<file path="config.mk">
export PLATFORM = sky130hd
export DESIGN_NAME = xml_item_tokenizer_core
export DESIGN_NICKNAME = d
export VERILOG_FILES = /design/src/hw/rtl/xit_pkg.sv /design/src/hw/rtl/xit_step.sv /design/src/hw/rtl/xml_item_tokenizer_core.sv
export SDC_FILE = /design/constraint.sdc
export NUM_CORES = 1
export LEC_CHECK = 0
export CAP_MARGIN = 5
export CELL_PAD_IN_SITES_DETAIL_PLACEMENT = 0
export CELL_PAD_IN_SITES_GLOBAL_PLACEMENT = 1
export CORE_MARGIN = 2
export CORE_UTILIZATION = 48
export DETAILED_ROUTE_END_ITERATION = 8
export DONT_BUFFER_PORTS = 1
export PLACE_DENSITY = 0.84
export REMOVE_ABC_BUFFERS = 1
export SLEW_MARGIN = 20
export SYNTH_ARGS = -nofsm -noshare
export SYNTH_HDL_FRONTEND = slang
export SYNTH_SLANG_ARGS = --single-unit
</file>
<file path="constraint.sdc">
create_clock -name clk -period 8.1 [get_ports clk]
set_clock_uncertainty 0.1 [all_clocks]
set_input_delay 0.405 -clock clk [delete_from_list [all_inputs] [get_ports clk]]
set_output_delay 0.405 -clock clk [all_outputs]
set_load 0.1 [all_outputs]
</file>
<file path="src/hw/rtl/xit_pkg.sv">
// shared types, codes and constants of the xml item tokenizer
`timescale 1ns / 1ps

package xit_pkg;

  // request commands
  localparam logic [1:0] CMD_BYTE   = 2'd0;
  localparam logic [1:0] CMD_END    = 2'd1;
  localparam logic [1:0] CMD_BEGIN  = 2'd2;
  localparam logic [1:0] CMD_IGNORE = 2'd3;

  // item kinds
  localparam logic [3:0] KIND_START = 4'd0;
  localparam logic [3:0] KIND_END   = 4'd1;
  localparam logic [3:0] KIND_SELF  = 4'd2;
  localparam logic [3:0] KIND_CMT   = 4'd3;
  localparam logic [3:0] KIND_CDATA = 4'd4;
  localparam logic [3:0] KIND_PI    = 4'd5;
  localparam logic [3:0] KIND_DTD   = 4'd6;
  localparam logic [3:0] KIND_TEXT  = 4'd7;
  localparam logic [3:0] KIND_STOP  = 4'd8;

  // error codes
  localparam logic [1:0] ERR_NONE      = 2'd0;
  localparam logic [1:0] ERR_UNMATCHED = 2'd1;
  localparam logic [1:0] ERR_DEPTH     = 2'd2;

  // scanner phases
  localparam logic [4:0] PH_IDLE          = 5'd0;
  localparam logic [4:0] PH_TEXT          = 5'd1;
  localparam logic [4:0] PH_LT            = 5'd2;
  localparam logic [4:0] PH_ENDTAG        = 5'd3;
  localparam logic [4:0] PH_STARTTAG      = 5'd4;
  localparam logic [4:0] PH_PI            = 5'd5;
  localparam logic [4:0] PH_PI_Q          = 5'd6;
  localparam logic [4:0] PH_BANG          = 5'd7;
  localparam logic [4:0] PH_BANG_DASH     = 5'd8;
  localparam logic [4:0] PH_CDATA_PFX     = 5'd9;
  localparam logic [4:0] PH_CMT           = 5'd10;
  localparam logic [4:0] PH_CMT_D1        = 5'd11;
  localparam logic [4:0] PH_CMT_D2        = 5'd12;
  localparam logic [4:0] PH_CD            = 5'd13;
  localparam logic [4:0] PH_CD_B1         = 5'd14;
  localparam logic [4:0] PH_CD_B2         = 5'd15;
  localparam logic [4:0] PH_DTD           = 5'd16;
  localparam logic [4:0] PH_DTD_LT        = 5'd17;
  localparam logic [4:0] PH_DTD_BANG      = 5'd18;
  localparam logic [4:0] PH_DTD_BANG_DASH = 5'd19;
  localparam logic [4:0] PH_STOPPED       = 5'd20;

  // characters
  localparam logic [7:0] CH_LT    = 8'h3C;
  localparam logic [7:0] CH_GT    = 8'h3E;
  localparam logic [7:0] CH_SLASH = 8'h2F;
  localparam logic [7:0] CH_QUEST = 8'h3F;
  localparam logic [7:0] CH_BANG  = 8'h21;
  localparam logic [7:0] CH_DASH  = 8'h2D;
  localparam logic [7:0] CH_LBRK  = 8'h5B;
  localparam logic [7:0] CH_RBRK  = 8'h5D;
  localparam logic [7:0] CH_SPACE = 8'h20;

  // limits: smaller of the configured maximum and the counter range
  localparam logic [7:0] DEPTH_LIMIT = 8'd255;
  localparam logic [7:0] NEST_LIMIT  = 8'd255;
  localparam logic [2:0] CDATA_LEN   = 3'd7;
  localparam logic [15:0] LEN_MAX    = 16'hFFFF;

  typedef struct packed {
    logic [4:0]  phase;
    logic [7:0]  depth;
    logic        pop;
    logic [7:0]  nest;
    logic [2:0]  match;
    logic        recent;   // last tag byte was a slash
    logic [15:0] len;
    logic        halted;
  } xit_state_t;

  typedef struct packed {
    logic        emit;
    logic [3:0]  kind;
    logic [7:0]  depth;
    logic [15:0] len;
    logic [1:0]  err;
  } xit_result_t;

  localparam xit_state_t STATE_RESET = '{
    phase: PH_STOPPED, depth: 8'd0, pop: 1'b0, nest: 8'd0,
    match: 3'd0, recent: 1'b0, len: 16'd0, halted: 1'b1
  };

  // "[CDATA[" prefix after the bang
  function automatic logic [7:0] cdata_char(input logic [2:0] idx);
    logic [7:0] c;
    case (idx)
      3'd0:    c = 8'h5B;
      3'd1:    c = 8'h43;
      3'd2:    c = 8'h44;
      3'd3:    c = 8'h41;
      3'd4:    c = 8'h54;
      3'd5:    c = 8'h41;
      3'd6:    c = 8'h5B;
      default: c = 8'h00;
    endcase
    return c;
  endfunction

endpackage

</file>
<file path="src/hw/rtl/xit_step.sv">
// next-state and result logic for one tokenizer request
`timescale 1ns / 1ps

module xit_step (
  input  xit_pkg::xit_state_t  cur,
  input  logic [1:0]           cmd,
  input  logic [7:0]           b,
  output xit_pkg::xit_state_t  nxt,
  output xit_pkg::xit_result_t res
);
  import xit_pkg::*;

  logic text_put;
  logic no_dash;
  logic do_nest;
  logic do_dtd;

  always_comb begin
    nxt      = cur;
    res      = '0;
    text_put = 1'b0;
    no_dash  = 1'b0;
    do_nest  = 1'b0;
    do_dtd   = 1'b0;

    if (cmd == CMD_BEGIN) begin
      nxt        = STATE_RESET;
      nxt.halted = 1'b0;
      nxt.phase  = PH_IDLE;
    end else if (cmd != CMD_IGNORE && !cur.halted) begin
      // deferred close of the previous element
      if (cur.pop) begin
        if (cur.depth != 8'd0) nxt.depth = cur.depth - 8'd1;
        nxt.pop = 1'b0;
      end

      if (cmd == CMD_END) begin
        res.err = ERR_NONE;
        if (cur.phase == PH_IDLE) begin
          nxt.len = 16'd0;
          res.err = (nxt.depth != 8'd0) ? ERR_UNMATCHED : ERR_NONE;
        end
        nxt.halted = 1'b1;
        nxt.phase  = PH_STOPPED;
        res.emit   = 1'b1;
        res.kind   = KIND_STOP;
      end else if (cur.phase == PH_IDLE) begin
        if (b > CH_SPACE) begin
          nxt.len    = 16'd1;
          nxt.nest   = 8'd0;
          nxt.match  = 3'd0;
          nxt.recent = 1'b0;
          nxt.phase  = (b == CH_LT) ? PH_LT : PH_TEXT;
        end
      end else if (cur.phase == PH_TEXT && b == CH_LT) begin
        if (nxt.depth != 8'd0) begin
          res.emit = 1'b1;
          res.kind = KIND_TEXT;
          text_put = 1'b1;
        end
        nxt.len    = 16'd1;
        nxt.nest   = 8'd0;
        nxt.match  = 3'd0;
        nxt.recent = 1'b0;
        nxt.phase  = PH_LT;
      end else begin
        if (cur.len != LEN_MAX) nxt.len = cur.len + 16'd1;
        unique case (cur.phase)
          PH_TEXT: begin
          end
          PH_LT: begin
            if (b == CH_SLASH) nxt.phase = PH_ENDTAG;
            else if (b == CH_QUEST) nxt.phase = PH_PI;
            else if (b == CH_BANG) nxt.phase = PH_BANG;
            else if (b == CH_GT) begin
              nxt.halted = 1'b1;
              nxt.phase  = PH_STOPPED;
              res.emit   = 1'b1;
              res.kind   = KIND_STOP;
              res.err    = ERR_NONE;
            end else begin
              nxt.phase  = PH_STARTTAG;
              nxt.recent = 1'b0;
            end
          end
          PH_ENDTAG: begin
            if (b == CH_GT) begin
              if (nxt.depth == 8'd0) begin
                nxt.halted = 1'b1;
                nxt.phase  = PH_STOPPED;
                res.emit   = 1'b1;
                res.kind   = KIND_STOP;
                res.err    = ERR_UNMATCHED;
              end else begin
                nxt.pop   = 1'b1;
                nxt.phase = PH_IDLE;
                res.emit  = 1'b1;
                res.kind  = KIND_END;
              end
            end
          end
          PH_STARTTAG: begin
            if (b != CH_GT) begin
              nxt.recent = (b == CH_SLASH);
            end else if (nxt.depth >= DEPTH_LIMIT) begin
              nxt.halted = 1'b1;
              nxt.phase  = PH_STOPPED;
              res.emit   = 1'b1;
              res.kind   = KIND_STOP;
              res.err    = ERR_DEPTH;
            end else begin
              nxt.depth = nxt.depth + 8'd1;
              nxt.phase = PH_IDLE;
              res.emit  = 1'b1;
              if (cur.recent) begin
                nxt.pop  = 1'b1;
                res.kind = KIND_SELF;
              end else begin
                res.kind = KIND_START;
              end
            end
          end
          PH_PI: begin
            if (b == CH_QUEST) nxt.phase = PH_PI_Q;
          end
          PH_PI_Q: begin
            if (b == CH_GT) begin
              if (cur.nest != 8'd0) begin
                nxt.phase = PH_DTD;
              end else begin
                nxt.phase = PH_IDLE;
                res.emit  = 1'b1;
                res.kind  = KIND_PI;
              end
            end else if (b != CH_QUEST) begin
              nxt.phase = PH_PI;
            end
          end
          PH_BANG: begin
            if (b == CH_DASH) nxt.phase = PH_BANG_DASH;
            else no_dash = 1'b1;
          end
          PH_BANG_DASH: begin
            if (b == CH_DASH) nxt.phase = PH_CMT;
            else no_dash = 1'b1;
          end
          PH_CDATA_PFX: begin
            if (cur.match < CDATA_LEN && b == cdata_char(cur.match)) begin
              nxt.match = cur.match + 3'd1;
              if (nxt.match == CDATA_LEN) nxt.phase = PH_CD;
            end else begin
              nxt.nest = 8'd1;
              do_dtd   = 1'b1;
            end
          end
          PH_CMT: begin
            if (b == CH_DASH) nxt.phase = PH_CMT_D1;
          end
          PH_CMT_D1: begin
            nxt.phase = (b == CH_DASH) ? PH_CMT_D2 : PH_CMT;
          end
          PH_CMT_D2: begin
            if (b == CH_GT) begin
              if (cur.nest != 8'd0) begin
                nxt.phase = PH_DTD;
              end else begin
                nxt.phase = PH_IDLE;
                res.emit  = 1'b1;
                res.kind  = KIND_CMT;
              end
            end else if (b != CH_DASH) begin
              nxt.phase = PH_CMT;
            end
          end
          PH_CD: begin
            if (b == CH_RBRK) nxt.phase = PH_CD_B1;
          end
          PH_CD_B1: begin
            nxt.phase = (b == CH_RBRK) ? PH_CD_B2 : PH_CD;
          end
          PH_CD_B2: begin
            if (b == CH_GT) begin
              nxt.phase = PH_IDLE;
              res.emit  = 1'b1;
              res.kind  = KIND_CDATA;
            end else if (b != CH_RBRK) begin
              nxt.phase = PH_CD;
            end
          end
          PH_DTD: begin
            do_dtd = 1'b1;
          end
          PH_DTD_LT: begin
            if (b == CH_BANG) nxt.phase = PH_DTD_BANG;
            else if (b == CH_QUEST) nxt.phase = PH_PI;
            else do_nest = 1'b1;
          end
          PH_DTD_BANG: begin
            if (b == CH_DASH) nxt.phase = PH_DTD_BANG_DASH;
            else do_nest = 1'b1;
          end
          PH_DTD_BANG_DASH: begin
            if (b == CH_DASH) nxt.phase = PH_CMT;
            else do_nest = 1'b1;
          end
          default: begin
            nxt.halted = 1'b1;
            nxt.phase  = PH_STOPPED;
            res.emit   = 1'b1;
            res.kind   = KIND_STOP;
            res.err    = ERR_NONE;
          end
        endcase

        // bang not followed by a comment dash: cdata inside elements, else dtd
        if (no_dash) begin
          if (b == CH_LBRK && nxt.depth != 8'd0) begin
            nxt.phase = PH_CDATA_PFX;
            nxt.match = 3'd1;
          end else begin
            nxt.nest = 8'd1;
            do_dtd   = 1'b1;
          end
        end

        // nested bracket inside a dtd
        if (do_nest) begin
          if (cur.nest >= NEST_LIMIT) begin
            nxt.halted = 1'b1;
            nxt.phase  = PH_STOPPED;
            res.emit   = 1'b1;
            res.kind   = KIND_STOP;
            res.err    = ERR_NONE;
          end else begin
            nxt.nest = cur.nest + 8'd1;
            do_dtd   = 1'b1;
          end
        end

        // plain dtd byte
        if (do_dtd) begin
          nxt.phase = PH_DTD;
          if (b == CH_LT) begin
            nxt.phase = PH_DTD_LT;
          end else if (b == CH_GT) begin
            if (nxt.nest != 8'd0) nxt.nest = nxt.nest - 8'd1;
            if (nxt.nest == 8'd0) begin
              nxt.phase = PH_IDLE;
              res.emit  = 1'b1;
              res.kind  = KIND_DTD;
            end
          end
        end
      end
    end

    res.depth = nxt.depth;
    res.len   = text_put ? cur.len : nxt.len;
  end

endmodule

</file>
<file path="src/hw/rtl/xml_item_tokenizer_core.sv">
// top level of the xml item tokenizer: state register, step logic, result register
`timescale 1ns / 1ps

//  channel | dir | tdata (low bit up)                      | tuser
//  --------+-----+-----------------------------------------+-----------------
//  s_      | in  | data_byte[7:0]                          | command[1:0]
//  m_      | out | depth[7:0], item_length[15:0],          | item_kind[3:0]
//          |     | error_code[1:0], 6 zero bits            |
//
//  one request per cycle unless the result register stalls; a result, when
//  the request makes one, is offered in the cycle after the request is taken
//  the single pass through the phase decoder and the depth/length counters
//  between the state register and the result register sets this rate
//  rst (synchronous, active high) leaves the scanner stopped until a begin
//  command arrives
//  a stalled result register holds s_tready low only while it is full and
//  m_tready is low; otherwise requests keep flowing

module xml_item_tokenizer_core (
  input  logic        clk,
  input  logic        rst,
  input  logic        s_tvalid,
  output logic        s_tready,
  input  logic [7:0]  s_tdata,   // data_byte[7:0]
  input  logic [1:0]  s_tuser,   // command[1:0]
  output logic        m_tvalid,
  input  logic        m_tready,
  output logic [31:0] m_tdata,   // depth[7:0], item_length[23:8], error_code[25:24], zeros
  output logic [3:0]  m_tuser    // item_kind[3:0]
);
  import xit_pkg::*;

  xit_state_t  state;
  xit_state_t  state_next;
  xit_result_t res;

  logic        accept;

  // result register
  logic [3:0]  out_kind;
  logic [7:0]  out_depth;
  logic [15:0] out_len;
  logic [1:0]  out_err;

  // the result register frees up when it is empty or being drained
  assign s_tready = !m_tvalid || m_tready;
  assign accept   = s_tvalid && s_tready;

  xit_step u_step (
    .cur (state),
    .cmd (s_tuser),
    .b   (s_tdata),
    .nxt (state_next),
    .res (res)
  );

  // scanner state advances once per request
  always_ff @(posedge clk) begin
    if (rst) begin
      state <= STATE_RESET;
    end else if (accept) begin
      state <= state_next;
    end
  end

  // output valid flag
  always_ff @(posedge clk) begin
    if (rst) begin
      m_tvalid <= 1'b0;
    end else if (accept && res.emit) begin
      m_tvalid <= 1'b1;
    end else if (m_tready) begin
      m_tvalid <= 1'b0;
    end
  end

  // output payload, loaded only with a fresh result
  always_ff @(posedge clk) begin
    if (accept && res.emit) begin
      out_kind  <= res.kind;
      out_depth <= res.depth;
      out_len   <= res.len;
      out_err   <= res.err;
    end
  end

  assign m_tdata = {6'd0, out_err, out_len, out_depth};
  assign m_tuser = out_kind;

`ifndef NO_ASSERTIONS
  // a halted scanner always sits in the stopped phase
  a_halt_phase: assert property (@(posedge clk) disable iff (rst)
    state.halted |-> state.phase == PH_STOPPED)
    else $error("halted scanner outside stopped phase");

  // a pending element close always has an element to close
  a_pop_depth: assert property (@(posedge clk) disable iff (rst)
    state.pop |-> state.depth != 8'd0)
    else $error("pending close at depth zero");

  // only a stop result carries an error code
  a_err_stop: assert property (@(posedge clk) disable iff (rst)
    m_tvalid && out_err != ERR_NONE |-> out_kind == KIND_STOP)
    else $error("error code on a non-stop result");

  // a halted scanner stays halted until a begin command
  a_halt_sticky: assert property (@(posedge clk) disable iff (rst)
    accept && state.halted && s_tuser != CMD_BEGIN |=> state.halted)
    else $error("scanner left halt without begin");
`endif

endmodule
</file>
==> reports/results.tsv <==
metric	value	unit
vdd_drop_max	0.00008646	V
multi_input_area	0.004471	mm2
fill_cells	1316	
clock-sinks	74	
gp_congestion	0.9678	
cts_setup_buffers	0	
cts_buffers	9	
layout_commonest_cell	nand2_1	
period_needed	7.343	ns
rsz0062_at_grt	false	
dp_hpwl	14740	um
power.density	125.3	mW/mm2
p_clk_frac	0.430	
routed_wl	20820	um
hold_viol	0	
nets	902	
stdcell_count	1053	
ys_seq_elements	74	
cts_max_level	3	
vias	6832	
route.detailed.drc	0	
p_total	0.8673	mW
critPathLaunchType	flop	
setup_viol	0	
dr.pass1.iters	6	
p_comb_frac	0.105	
timing.fmax	136.2	MHz
cts-root-buf	clkbuf_16	
cts.reportedPaths.clkPinSlew	0.06	ns
fin_crit_sh	0.9066	
cts_tree	built	
drive_gt1_frac	0.06842	
synth_ff_type	dfxtp_1	
setup_tns	0	ns
max_slew_margin	0.2170	
rr_worst_depth	21	
holdCritStartpoint	rst	
holdPathEnd	state[19]	
core	0.01335	mm2
maxSlewViolCount	0	
gr-total-overflow	0	
netlist_instances	922	
grt_antenna_before_repair	0	
p_switching	0.2408	mW
syn_area_per_cell	7.191	um2
power.internal	0.6265	mW
cp-end-kind	flop	
netSwitchingFraction	0.2776	
required	7.96	ns
yosysWarnings	0	
die_w	121.5	um
syn_to_final_growth	4.416	%
min_path_cells	1	
status	complete, no violations	
drv_cap	0	
track_usage	0.2796	
start_util	0.4967	
initialDrtViolationCount	792	
hold_buffers	0	
r2r-start	state[30]	
cts_resized	0	
syn_area	0.006630	mm2
ff_latch_area	0.001782	mm2
grt_max_degree	45	
boundaryPins	52	
design.die.area	0.01477	mm2
synthArstFlopShare	0	
n_antenna_cell	0	
final_util	0.5187	
dieHeight	121.5	um
grt_pass1_wl	32630	um
grt_pass1_vias	6208	
core.rowCount	42	
synth_cell_types	84	
antenna_left	0	
seqPwrFrac	0.466	
dp_cells	1038	
clkLatencyLatePin	0.35	ns
synth_edf_count	30	
crit_type	flop to flop	
avgRoutedWirePerCell	19.77	um
port_buffers	0	
rrSetupSlack	0.76	ns
ys_seq_area_frac	0.2687	
tightest_slew	1.175	ns
rr_endpoint	out_len[4]	
final_cell_mix	nand2_1, a21oi_1, nor2_1, o21ai_0, dfxtp_1	
via_per_inst	6.488	
p_leak	2.516	nW
path_max_fanout	30	
hold_path.class	primary input to flop	
cp.arrival	7.20	ns
clockBufferDepth	2	
hold_ws	0.02795	ns
## worst max-delay path, stage by stage, from the launching register on
cell and delay (ns):
dfxtp_1 0.37, inv_1 0.17, ha_1 0.22, nor4b_1 0.54, nand2_1 0.19, nand2_1 0.17
xnor2_1 0.19, inv_1 0.08, ha_1 0.28, and4_1 0.26, a31oi_1 0.23, mux2i_1 0.13
nor4_1 0.73, a21oi_2 0.40, a22oi_1 0.29, ha_1 0.42, o21ai_0 0.20, a21oi_1 0.25
o211a_1 0.20, o211ai_1 0.08, or4b_4 0.61, a21oi_4 0.85
## layer usage
| layer | GRT usage | routed length, um | vias up |
|---|---|---|---|
| met5 | 0 | 0 | - |
| met4 | 0.1092 | 533 | 0 |
| met3 | 0.04464 | 1320 | 41 |
| met2 | 0.4645 | 9900 | 299 |
| met1 | 0.3643 | 9066 | 3227 |
| li1 | - | - | 3265 |
## kinds of logic after synthesis
kind of cell,share of synthesized area
flops,0.2687
simple gates,0.3004
buf+inv,0.06246
other cells,0.0005656
compound gates,0.2840
xor+xnor,0.02906
mux,0.02491
fa+ha+maj,0.02982
## layout make-up
class / instances / share of cell area
well taps: 176 / 0.03181
clock inverters: 5 / 0.004518
flip-flops and latches: 74 / 0.2574
multi-input cells: 753 / 0.6458
inverters: 22 / 0.01193
repair buffers: 13 / 0.01410
clock buffers: 10 / 0.03452
## cells in the mapped netlist, types with 10 or more instances
| library cell | instances | area (um2) |
|---|---|---|
| inv_1 | 20 | 75.07 |
| a21oi_1 | 93 | 465.5 |
| a21o_1 | 20 | 150.1 |
| a31oi_1 | 23 | 143.9 |
| nand3_1 | 28 | 140.1 |
| nor3_1 | 37 | 185.2 |
| a211oi_1 | 12 | 90.09 |
| nand2b_1 | 15 | 93.84 |
| a22oi_1 | 14 | 105.1 |
| dfxtp_1 | 44 | 880.8 |
| xnor2_1 | 13 | 113.9 |
| clkbuf_1 | 63 | 236.5 |
| nor2_1 | 85 | 319.1 |
| mux2i_1 | 12 | 120.1 |
| or3_1 | 13 | 81.33 |
| nor4_1 | 17 | 106.4 |
| and3_1 | 13 | 81.33 |
| ha_1 | 15 | 187.7 |
| nand2_1 | 135 | 506.7 |
| o21ai_0 | 58 | 290.3 |
| edfxtp_1 | 30 | 900.9 |
| nand4_1 | 10 | 62.56 |
## power groups by stage
stage / Combinational [mW] / Sequential [mW] / Clock [mW]
after floorplan: 0.0627 / 0.413 / 0
after global placement: 0.0884 / 0.412 / 0
after detailed placement: 0.0890 / 0.412 / 0
after CTS: 0.0894 / 0.404 / 0.378
after global routing: 0.0982 / 0.404 / 0.389
final: 0.0906 / 0.404 / 0.373
## registers in the layout, summed over array words and instances (netlist names)
signal / flops
state: 43
out_len: 16
out_depth: 8
m_tuser: 4
out_err: 2
m_tvalid: 1
## worst max path at each step
stage,start,slack [ns],to
floorplan,state[30],1.19,m_tuser[0]
global placement,state[30],1.32,out_len[6]
detailed placement,state[30],0.88,out_len[4]
CTS,state[30],0.86,out_len[1]
global route,state[30],0.18,out_len[14]
finish,state[30],0.76,out_len[4]
## through the flow
stage	area (um2)	setup slack, ns
floorplan	6317	1.189
finish	6923	0.7566
detailed placement	6651	0.8783
global placement	6651	1.318
CTS	6922	0.8557
global route	6923	0.1791
No activity file was read; power rests on OpenSTA's default activity.
